<file path="src/dpbm_pkg.sv">
// ----------------------------------------------------------------------------
// dpbm_pkg
// Shared types and constants of the decoded picture buffer manager.
// ----------------------------------------------------------------------------
package dpbm_pkg;

    localparam int CELLS   = 16;   // reference list entries that are emitted
    localparam int SLOT_W  = 5;
    localparam int POS_W   = 4;
    localparam int ORDER_W = 32;
    localparam int FRAME_W = 16;
    localparam int KEY_W   = 33;   // order-count distance needs one bit more
    localparam int CNUM_W  = 5;

    localparam logic [1:0] ST_OK        = 2'd0;
    localparam logic [1:0] ST_NO_SLOT   = 2'd1;
    localparam logic [1:0] ST_NO_FLIGHT = 2'd2;

    typedef enum logic [2:0] {
        S_IDLE,
        S_CLAIM,
        S_FEED,
        S_SETTLE,
        S_EMIT,
        S_ERR
    } t_state;

    typedef struct packed {
        logic              valid;
        logic [SLOT_W-1:0] slot;
        logic [KEY_W-1:0]  key;
    } t_entry;

    typedef struct packed {
        logic clr;     // empty every cell
        logic ins;     // insertion sort: hold or pass the travelling entry
        logic shift;   // move the held entries one cell towards the head
        logic b_mode;  // ascending distance; else descending frame number
    } t_cell_ctl;

endpackage

</file>
<file path="src/dpbm_cell.sv">
// ----------------------------------------------------------------------------
// dpbm_cell
// One cell of the systolic insertion sorter: keeps one list entry and passes
// the entry that ranks later on to its right-hand neighbour.
// ----------------------------------------------------------------------------
module dpbm_cell
    import dpbm_pkg::*;
(
    input  logic      i_clk,
    input  logic      i_rst_n,
    input  t_cell_ctl i_ctl,
    input  t_entry    i_in,
    input  t_entry    i_right,
    output t_entry    o_hold,
    output t_entry    o_pass
);

    t_entry r_hold;
    t_entry r_pass;
    logic   w_before;

    // Equal keys rank by slot: slots are fed in ascending order, so a displaced
    // entry can overtake a later one further down and still land ahead of it
    always_comb begin
        if (!r_hold.valid) begin
            w_before = 1'b1;
        end else if (i_in.key == r_hold.key) begin
            w_before = (i_in.slot < r_hold.slot);
        end else if (i_ctl.b_mode) begin
            w_before = (i_in.key < r_hold.key);
        end else begin
            w_before = (i_in.key > r_hold.key);
        end
    end

    always_ff @(posedge i_clk) begin
        if (!i_rst_n) begin
            r_hold.valid <= 1'b0;
            r_pass.valid <= 1'b0;
        end else if (i_ctl.clr) begin
            r_hold.valid <= 1'b0;
            r_pass.valid <= 1'b0;
        end else if (i_ctl.shift) begin
            r_hold       <= i_right;
            r_pass.valid <= 1'b0;
        end else if (i_ctl.ins) begin
            if (i_in.valid && w_before) begin
                r_hold <= i_in;
                r_pass <= r_hold;
            end else begin
                r_pass <= i_in;
            end
        end
    end

    assign o_hold = r_hold;
    assign o_pass = r_pass;

endmodule

</file>
<file path="src/decoded_picture_buffer_manager.sv">
// ----------------------------------------------------------------------------
// decoded_picture_buffer_manager
// Slot table of decoded pictures and default reference list ordering.
// ----------------------------------------------------------------------------
// One slice descriptor is taken while busy is low. A first slice scans the
// N = min(num_slots, SLOTS) slots once to find a free slot or the oldest
// non-reference one; the list build then walks the slots again, one per cycle,
// into a 16-cell systolic sorter, which settles and is then shifted out one
// entry per cycle. An item gives 1 to 16 results.
// Results appear for a single cycle on o_strobe and cannot be held off, so
// the receiver must take every one; busy stays high until the last has gone.
// ----------------------------------------------------------------------------
module decoded_picture_buffer_manager
    import dpbm_pkg::*;
#(
    parameter int SLOTS = 17
) (
    input  logic                      i_clk,
    input  logic                      i_rst_n,
    input  logic                      i_cfg_wr_en,
    input  logic [CNUM_W-1:0]         i_cfg_wr_data,
    input  logic                      start,
    output logic                      busy,
    input  logic                      i_is_idr,
    input  logic                      i_first_slice,
    input  logic                      i_is_b_slice,
    input  logic                      i_is_ref_pic,
    input  logic signed [ORDER_W-1:0] i_pic_order,
    input  logic [FRAME_W-1:0]        i_frame_number,
    output logic                      o_strobe,
    output logic [1:0]                o_status,
    output logic [SLOT_W-1:0]         o_dest_slot,
    output logic                      o_has_ref,
    output logic [SLOT_W-1:0]         o_ref_slot,
    output logic [POS_W-1:0]          o_ref_position,
    output logic                      o_last
);

    localparam int IW = $clog2(SLOTS);
    localparam int CW = $clog2(SLOTS + 1);
    localparam int WW = $clog2(CELLS);

    t_state r_state, n_state;

    logic [CNUM_W-1:0]         r_num_slots;
    logic [SLOTS-1:0]          r_in_use;
    logic [SLOTS-1:0]          r_is_ref;
    logic signed [ORDER_W-1:0] r_order [SLOTS];
    logic [FRAME_W-1:0]        r_frame [SLOTS];
    logic [IW-1:0]             r_fl_slot;
    logic                      r_fl_valid;

    logic                      r_b;
    logic                      r_isref;
    logic signed [ORDER_W-1:0] r_cur;
    logic [FRAME_W-1:0]        r_fnum;

    logic [CW-1:0]             r_idx;
    logic                      r_free_found;
    logic [IW-1:0]             r_free_idx;
    logic                      r_best_valid;
    logic [IW-1:0]             r_best_idx;
    logic signed [ORDER_W-1:0] r_best_order;
    logic [WW-1:0]             r_wait;
    logic [POS_W-1:0]          r_pos;
    logic [1:0]                r_err_code;

    logic [CW-1:0]             w_n;
    logic                      w_done;
    logic [IW-1:0]             w_ridx;
    logic [IW-1:0]             w_claim_idx;
    logic                      w_claim_ok;
    logic signed [KEY_W-1:0]   w_diff;
    logic [KEY_W-1:0]          w_dist;
    logic                      w_qual;
    logic                      w_last;
    t_entry                    w_feed;
    t_cell_ctl                 w_ctl;
    t_entry                    w_hold [CELLS];
    t_entry                    w_pass [CELLS];

    // Slot count above SLOTS acts as SLOTS
    assign w_n = ({1'b0, r_num_slots} > (CNUM_W + 1)'(SLOTS)) ? CW'(SLOTS)
                                                              : CW'(r_num_slots);
    assign w_done      = (r_idx >= w_n);
    assign w_ridx      = r_idx[IW-1:0];
    assign w_claim_ok  = r_free_found || r_best_valid;
    assign w_claim_idx = r_free_found ? r_free_idx : r_best_idx;

    assign w_diff = {r_order[w_ridx][ORDER_W-1], r_order[w_ridx]}
                  - {r_cur[ORDER_W-1], r_cur};
    assign w_dist = w_diff[KEY_W-1] ? KEY_W'(-w_diff) : KEY_W'(w_diff);
    assign w_qual = r_in_use[w_ridx] && r_is_ref[w_ridx] && (w_ridx != r_fl_slot);

    assign w_last = !w_hold[1].valid;

    // ---------------------------------------------------------------- next state
    always_comb begin
        n_state = r_state;
        unique case (r_state)
            S_IDLE: begin
                if (start) begin
                    if (i_first_slice) begin
                        n_state = S_CLAIM;
                    end else if (!r_fl_valid) begin
                        n_state = S_ERR;
                    end else begin
                        n_state = S_FEED;
                    end
                end
            end
            S_CLAIM: begin
                if (w_done) begin
                    n_state = w_claim_ok ? S_FEED : S_ERR;
                end
            end
            S_FEED: begin
                if (w_done) begin
                    n_state = S_SETTLE;
                end
            end
            S_SETTLE: begin
                if (r_wait == WW'(CELLS - 1)) begin
                    n_state = S_EMIT;
                end
            end
            S_EMIT: begin
                if (w_last) begin
                    n_state = S_IDLE;
                end
            end
            S_ERR: begin
                n_state = S_IDLE;
            end
            default: begin
                n_state = S_IDLE;
            end
        endcase
    end

    // ---------------------------------------------------------------- outputs
    always_comb begin
        busy           = 1'b1;
        o_strobe       = 1'b0;
        o_status       = ST_OK;
        o_dest_slot    = '0;
        o_has_ref      = 1'b0;
        o_ref_slot     = '0;
        o_ref_position = '0;
        o_last         = 1'b0;
        w_ctl          = '{clr: 1'b0, ins: 1'b0, shift: 1'b0, b_mode: r_b};
        w_feed         = '{valid: 1'b0, slot: SLOT_W'(w_ridx),
                           key: r_b ? w_dist : KEY_W'(r_frame[w_ridx])};
        unique case (r_state)
            S_IDLE: begin
                busy      = 1'b0;
                w_ctl.clr = 1'b1;
            end
            S_CLAIM: begin
            end
            S_FEED: begin
                w_ctl.ins    = 1'b1;
                w_feed.valid = !w_done && w_qual;
            end
            S_SETTLE: begin
                w_ctl.ins = 1'b1;
            end
            S_EMIT: begin
                w_ctl.shift = 1'b1;
                o_strobe    = 1'b1;
                o_dest_slot = SLOT_W'(r_fl_slot);
                o_has_ref   = w_hold[0].valid;
                o_last      = w_last;
                if (w_hold[0].valid) begin
                    o_ref_slot     = w_hold[0].slot;
                    o_ref_position = r_pos;
                end
            end
            S_ERR: begin
                o_strobe = 1'b1;
                o_status = r_err_code;
                o_last   = 1'b1;
            end
            default: begin
            end
        endcase
    end

    // ---------------------------------------------------------------- registers
    always_ff @(posedge i_clk) begin
        if (!i_rst_n) begin
            r_state     <= S_IDLE;
            r_num_slots <= CNUM_W'(2);
            r_in_use    <= '0;
            r_is_ref    <= '0;
            r_fl_slot   <= '0;
            r_fl_valid  <= 1'b0;
        end else begin
            r_state <= n_state;
            if (i_cfg_wr_en) begin
                r_num_slots <= i_cfg_wr_data;
            end
            unique case (r_state)
                S_IDLE: begin
                    r_pos <= '0;
                    if (start) begin
                        r_b          <= i_is_b_slice;
                        r_isref      <= i_is_ref_pic;
                        r_cur        <= i_pic_order;
                        r_fnum       <= i_frame_number;
                        r_idx        <= '0;
                        r_free_found <= 1'b0;
                        r_best_valid <= 1'b0;
                        r_err_code   <= ST_NO_FLIGHT;
                        if (i_is_idr) begin
                            r_in_use <= '0;
                            r_is_ref <= '0;
                        end
                    end
                end
                S_CLAIM: begin
                    if (!w_done) begin
                        r_idx <= r_idx + CW'(1);
                        if (!r_in_use[w_ridx] && !r_free_found) begin
                            r_free_found <= 1'b1;
                            r_free_idx   <= w_ridx;
                        end
                        // strict compare: the lowest slot wins on a tie
                        if (!r_is_ref[w_ridx] &&
                            (!r_best_valid || (r_order[w_ridx] < r_best_order))) begin
                            r_best_valid <= 1'b1;
                            r_best_idx   <= w_ridx;
                            r_best_order <= r_order[w_ridx];
                        end
                    end else if (w_claim_ok) begin
                        r_idx                 <= '0;
                        r_in_use[w_claim_idx] <= 1'b1;
                        r_is_ref[w_claim_idx] <= r_isref;
                        r_order[w_claim_idx]  <= r_cur;
                        r_frame[w_claim_idx]  <= r_fnum;
                        r_fl_slot             <= w_claim_idx;
                        r_fl_valid            <= 1'b1;
                    end else begin
                        r_err_code <= ST_NO_SLOT;
                    end
                end
                S_FEED: begin
                    r_wait <= '0;
                    if (!w_done) begin
                        r_idx <= r_idx + CW'(1);
                    end
                end
                S_SETTLE: begin
                    r_wait <= r_wait + WW'(1);
                end
                S_EMIT: begin
                    r_pos <= r_pos + POS_W'(1);
                end
                S_ERR: begin
                end
                default: begin
                end
            endcase
        end
    end

    // ---------------------------------------------------------------- sorter
    for (genvar g = 0; g < CELLS; g++) begin : g_cell
        t_entry w_in;
        t_entry w_right;

        if (g == 0) begin : g_head
            assign w_in = w_feed;
        end else begin : g_body
            assign w_in = w_pass[g-1];
        end

        if (g == CELLS - 1) begin : g_tail
            assign w_right = '0;
            // the entry pushed out here ranks beyond the emitted list
            dpbm_cell u_cell (
                .i_clk   (i_clk),
                .i_rst_n (i_rst_n),
                .i_ctl   (w_ctl),
                .i_in    (w_in),
                .i_right (w_right),
                .o_hold  (w_hold[g]),
                .o_pass  (w_pass[g])
            );
        end else begin : g_mid
            assign w_right = w_hold[g+1];
            dpbm_cell u_cell (
                .i_clk   (i_clk),
                .i_rst_n (i_rst_n),
                .i_ctl   (w_ctl),
                .i_in    (w_in),
                .i_right (w_right),
                .o_hold  (w_hold[g]),
                .o_pass  (w_pass[g])
            );
        end
    end

endmodule

</file>
<file path="config.mk">
export PLATFORM = sky130hd
export DESIGN_NAME = decoded_picture_buffer_manager
export DESIGN_NICKNAME = d
export VERILOG_FILES = /design/src/dpbm_pkg.sv /design/src/dpbm_cell.sv /design/src/decoded_picture_buffer_manager.sv
export SDC_FILE = /design/constraint.sdc
export NUM_CORES = 2
export LEC_CHECK = 0
export ABC_AREA = 1
export ABC_CLOCK_PERIOD_IN_PS = 8350
export BUFFER_PORTS_ARGS = -buffer_cell sky130_fd_sc_hd__buf_2
export CAP_MARGIN = 20
export CORE_AREA = 2 2 441 443
export DETAILED_ROUTE_END_ITERATION = 8
export DIE_AREA = 0 0 443 445
export PLACE_DENSITY = 0.76
export SETUP_SLACK_MARGIN = 0.05
export SLEW_MARGIN = 20
export SYNTH_ARGS = -nofsm -noshare
export SYNTH_HDL_FRONTEND = slang
export SYNTH_HIERARCHICAL = 1
export SYNTH_SLANG_ARGS = --single-unit
</file>
<file path="constraint.sdc">
create_clock -name i_clk -period 8.35 [get_ports i_clk]
set_input_delay 0 -clock i_clk [delete_from_list [all_inputs] [get_ports i_clk]]
set_output_delay 0 -clock i_clk [all_outputs]
set_load 0.03 [all_outputs]
</file>
---- Yosys cells after proc, flatten, opt, wreduce, memory -nomap -nowiden ----
Memory sizes are Yosys's and may differ from the RTL's. A register that Yosys moved wholly into a read port is not among the register bits.
Cells that the tools add are included.
word-level totals
  RAM bits ................................ 816
  memories ................................ 2
  bits in registers ....................... 1366
  output and inout port bits .............. 20
memories
  name     words  width  read ports  clocked after Yosys merged registers in  write ports  line                                  RTL
  r_order  17     32     1           1                                        1            decoded_picture_buffer_manager.sv:48  logic signed [ORDER_W-1:0] r_order [SLOTS];
  r_frame  17     16     1           1                                        1            decoded_picture_buffer_manager.sv:49  logic [FRAME_W-1:0] r_frame [SLOTS];
cells by class
  add/subtract/negate cells ............... 5
  magnitude comparators ................... 54
  equality and inequality tests ........... 36
  mux-type cells .......................... 177
  reduce and logical (&&, ||, !) cells .... 101
  bitwise logic cells ..................... 5
operator list
  operator              count
  $mux W39              60
  $eq A33 B33 Y1        16
  $gt A33 B33 Y1        16
  $lt A33 B33 Y1        16
  $mux W17              6
  $lt A5 B5 Y1          16
  $mux W38              2
  $reduce_and A4 Y1     19
  $mux W1               68
  $pmux W17 S2          2
  $mux W33              2
  $mux W5               11
  $reduce_bool A2 Y1    20
  $reduce_and A2 Y1     18
  $neg A33 Y33          1
  $sub A32 B32 Y33      1
  $lt A32 B32 Y1        1
  $reduce_and A5 Y1     6
  $mux W3               8
  $ne A2 B2 Y1 const B  12
  $logic_and A1 B1 Y1   22
  $bwmux W17            1
  $or A17 B17 Y17       1
  $pmux W4 S2           2
  other kinds (28)      51

---- Longest topological paths before layout ----
  word-level depth ........................ 12
  mapped depth ............................ 52
  depth with buffers taken out ............ 48

---- By module ----
Netlist, hierarchy kept.
by module, submodules not included
  module                                  times used  cells an instance  seq. area each (um^2)  area an instance (um^2)
  dpbm_cell (g_cell[0].g_mid.u_cell ...)  11          493                2322.2                 4515.6
  decoded_picture_buffer_manager          1           3573               28837.7                41940.2
  dpbm_cell (g_cell[5].g_mid.u_cell ...)  5           500                2322.2                 4657.0

---- Worst setup path after synthesis ----
OpenSTA, ideal clock, no wires.
  kind .................................... register to register
  start point ............................. reg (tool-made name)
  end point ............................... reg g_cell[0].g_mid.u_cell.r_hold, in the netlist g_cell[0].g_mid.u_cell/o_hold[0] (enable)
  path slack .............................. 778 ps
  cell stages (with the launch flop) ...... 40
  arrival ................................. 7126 ps
  required time ........................... 7904 ps
  period minus slack after synthesis ...... 7572 ps
  setup time .............................. 446 ps
  cells stage by stage .................... dfxtp_1 -> clkbuf_2 -> buf_4 -> buf_2 -> buf_2 -> clkbuf_1 -> buf_2 -> buf_2 -> nor2_1 -> o221ai_1 -> nand3_1 -> a31oi_1 -> ha_1 -> a21oi_2 -> nor2_1 -> nor2_1 -> nand3_2 -> nand2_1 -> (+4 left out) -> nand2_1 -> nor3_1 -> nand3_1 -> nor4_1 -> ha_1 -> nand2_1 -> nor2_1 -> nand2_1 -> nor2_2 -> nand2_1 -> nand2_1 -> nor2_1 -> nand2_1 -> nand2_1 -> nand3_1 -> nand2_2 -> nand3_1 -> a21oi_1
RTL lines
  what                    line             RTL
  end signal: assignment  dpbm_cell.sv:44  r_hold <= i_right;
  end signal: assignment  dpbm_cell.sv:48  r_hold <= i_in;
  end: declaration        dpbm_cell.sv:18  t_entry r_hold;

==> impl_metrics.csv <==
group,metric,value,unit
grt,grt_pass1_wl,471000,um
floorplan,rows,161,
drt,dr.pass1.iters,8,
sta,tightestPinTransition,1.17,ns
clocking,cts_tree,"yes",
setup_path,cp.arrival,8.07,ns
drt,avgViaCountPerCell,5.86,
placed_design,finalWeightedCongestion,0.940,
flow_run,maxCapViolations,0,
clocking,clockBufferDepth,3,
hold_path,holdCritPathClass,"input port to flip-flop",
grt,grt_max_degree,153,
logic_synthesis,avgSynthCellArea,9.96,um2
setup_path,start_kind,"flip-flop",
drt,met2_length,147000,um
clocking,cts_num_sinks,2187,
setup_path,critPathSlowestCell,"a31oi_1",
sta,clock_skew,0.0909,ns
placed_design,port_buffers,80,
sta,setup_tns,0,ns
setup_path,crit_buf_inv,5,
clocking,htree_levels,4,
drt,drt-met1-wl,125000,um
sta,final-setup-viol-count,0,
clocking,cts_buffers,221,
setup_path,cpPeakStageDelay,0.50,ns
clocking,clk_latency,0.91,ns
drt,route.met3.wl,26200,um
pwr,p_leak,0.0516,uW
clocking,clockRootBuffer,"clkbuf_16",
clocking,cts_resized,0,
sta,max_freq,0.133,GHz
sta,fin_crit,7.52,ns
drt,postRouteAntennaNets,0,
final_layout,finish.utilization,0.651,
final_layout,num-fill-cells,14500,
drt,vias,83500,
floorplan,io_pins,81,
setup_path,critPathRequiredTime,8.90,ns
setup_path,worst-path-max-fanout,83,
sta,rsz0062_at_grt,"no",
grt,grt-ovfl-total,0,
logic_synthesis,synth_area,113000,um2
sta,relSlewSlack,0.222,
floorplan,die_h,445,um
final_layout,nets,12300,
placed_design,dp_hpwl,203000,um
floorplan,die-area,197000,um2
logic_synthesis,ys.warnings.count,6,
drt,drt_iter0_markers,9797,
sta,finalCritPeriodShare,0.900,
setup_path,path_class,"flip-flop to flip-flop",
grt,grt_pass1_vias,82200,
pwr,power_density,302,nW/um2
logic_synthesis,netlist_instances,11400,
setup_path,worst_setup_path_end_kind,"flip-flop",
setup_path,crit_family,"simple AND/OR/NAND/NOR gates",
drt,top_layer,"met5",
final_layout,seq_area,64800,um2
drt,drt-wirelength-per-cell,21.6,um
placed_design,dp_slack,1.01,ns
setup_path,critPathMostFrequentCell,"nand2_1",
pwr,ir_worst_vdd,309,uV
drt,drcViolationCount,0,
floorplan,core,192000,um2
final_layout,multiInputGateArea,41900,um2
final_layout,drive_above_1_share,0.134,
grt,grt_usage,0.308,
clocking,cts.reportedPaths.clkPinSlew,0.06,ns
outcome,status,"complete, no violations",
floorplan,die_x,443,um
sta,drv_slew,0,
sta,final-hold-violation-count,0,
sta,setup_ws,0.834,ns
floorplan,start_util,0.589,
final_layout,area_growth,10.4,%
drt,wl,308000,um
grt,antenna_found_initial,9,
-- power breakdown --
group | leakage [uW] | internal (uW) | switching [uW]
logic | 0.0284 | 4080 | 9620
registers | 0.0197 | 13300 | 620
clock network | 0.00358 | 5650 | 4420
total | 0.0516 | 23100 | 14700
-- tightest hold or removal path, cell delays in order --
cell,delay [ns]
dlygate4sd3_1,0.52
buf_2,0.11
nor2_1,0.05
nand2_1,0.06
nand3_1,0.06
o21ai_0,0.20
a21oi_1,0.06
-- final cells by class --
| cell class | instances | area share |
|---|---|---|
| sequential | 2187 | 0.519 |
| multi-input combinational | 7569 | 0.335 |
| clock buffer | 285 | 0.0472 |
| inverter | 1184 | 0.0357 |
| timing repair buffer | 361 | 0.0256 |
| tap | 2526 | 0.0253 |
| clock inverter | 135 | 0.0121 |
| antenna | 4 | 0.0000801 |
-- flip-flops by register name (all words and copies together) (netlist names), 3 cells and up, named ones only --
name	cells
r_is_ref	17
r_free_idx	5
r_state	3
r_frame	272
r_fnum	16
r_in_use	17
g_cell.g_tail.u_cell/o_hold	39
r_cur	32
r_order	544
r_pos	4
r_wait	4
g_cell.g_mid.u_cell/o_pass	585
r_best_order	32
g_cell.g_mid.u_cell/o_hold	585
r_best_idx	5
r_num_slots	5
r_fl_slot	5
r_idx	5
-- worst paths after layout --
check	startpoint	endpoint	slack [ns]	cells past startpoint
setup / recovery	flip-flop	g_cell[0].g_mid.u_cell/o_hold[22]	0.83	37
hold / removal	i_first_slice	r_state[1]	0.23	7
setup reg to reg	flip-flop	g_cell[0].g_mid.u_cell/o_hold[22]	0.83	37
hold reg to reg	r_in_use[15]	r_in_use[15]	0.45	2
-- layout by cell type (no fill, tap or decap), types with 13 or more instances in the layout --
cell type	n
nand4_1	35
dlygate4sd3_1	128
a211oi_1	20
clkbuf_1	51
a21boi_1	16
clkinv_1	50
nor3_1	30
clkbuf_16	221
edfxtp_1	2103
a21o_1	37
clkinv_2	40
nor2_1	888
a21oi_1	365
o221ai_1	138
nor3_2	23
clkbuf_8	13
o21ai_2	382
a21oi_4	18
conb_1	39
nor2_4	31
dfxtp_1	81
nor4_1	19
inv_2	32
nor2_2	51
o21ai_1	84
nand3_2	19
o21ai_0	645
nand2_1	3161
bufinv_16	20
inv_1	1145
xor2_1	14
o22ai_1	66
ha_1	664
o21bai_1	33
nand2_2	416
buf_4	127
a31oi_1	32
buf_2	80
buf_12	21
nand3_1	267
-- metrics by stage --
step | hold WS, ns | instances | area (um2) | total power (uW)
after floorplan | 0.0989 | 11400 | 113000 | 23000
after global placement | 0.176 | 13700 | 116000 | 27300
after detailed placement | 0.178 | 13700 | 116000 | 27600
after CTS | 0.162 | 14200 | 125000 | 37700
after global routing | 0.323 | 14200 | 125000 | 39700
final | 0.230 | 14300 | 125000 | 37700
-- repair_timing --
item	CTS	global route
hold endpoints to repair	147	0
setup endpoints to repair	0	0
hold buffers	128	0
setup buffers	0	0
-- metal layers --
layer	GRT usage	vias to the layer above
met2	0.513	3748
li1	-	38700
met3	0.0444	598
met4	0.0984	4
met1	0.418	40500
met5	0	-
(Power assumes the default switching activity.)
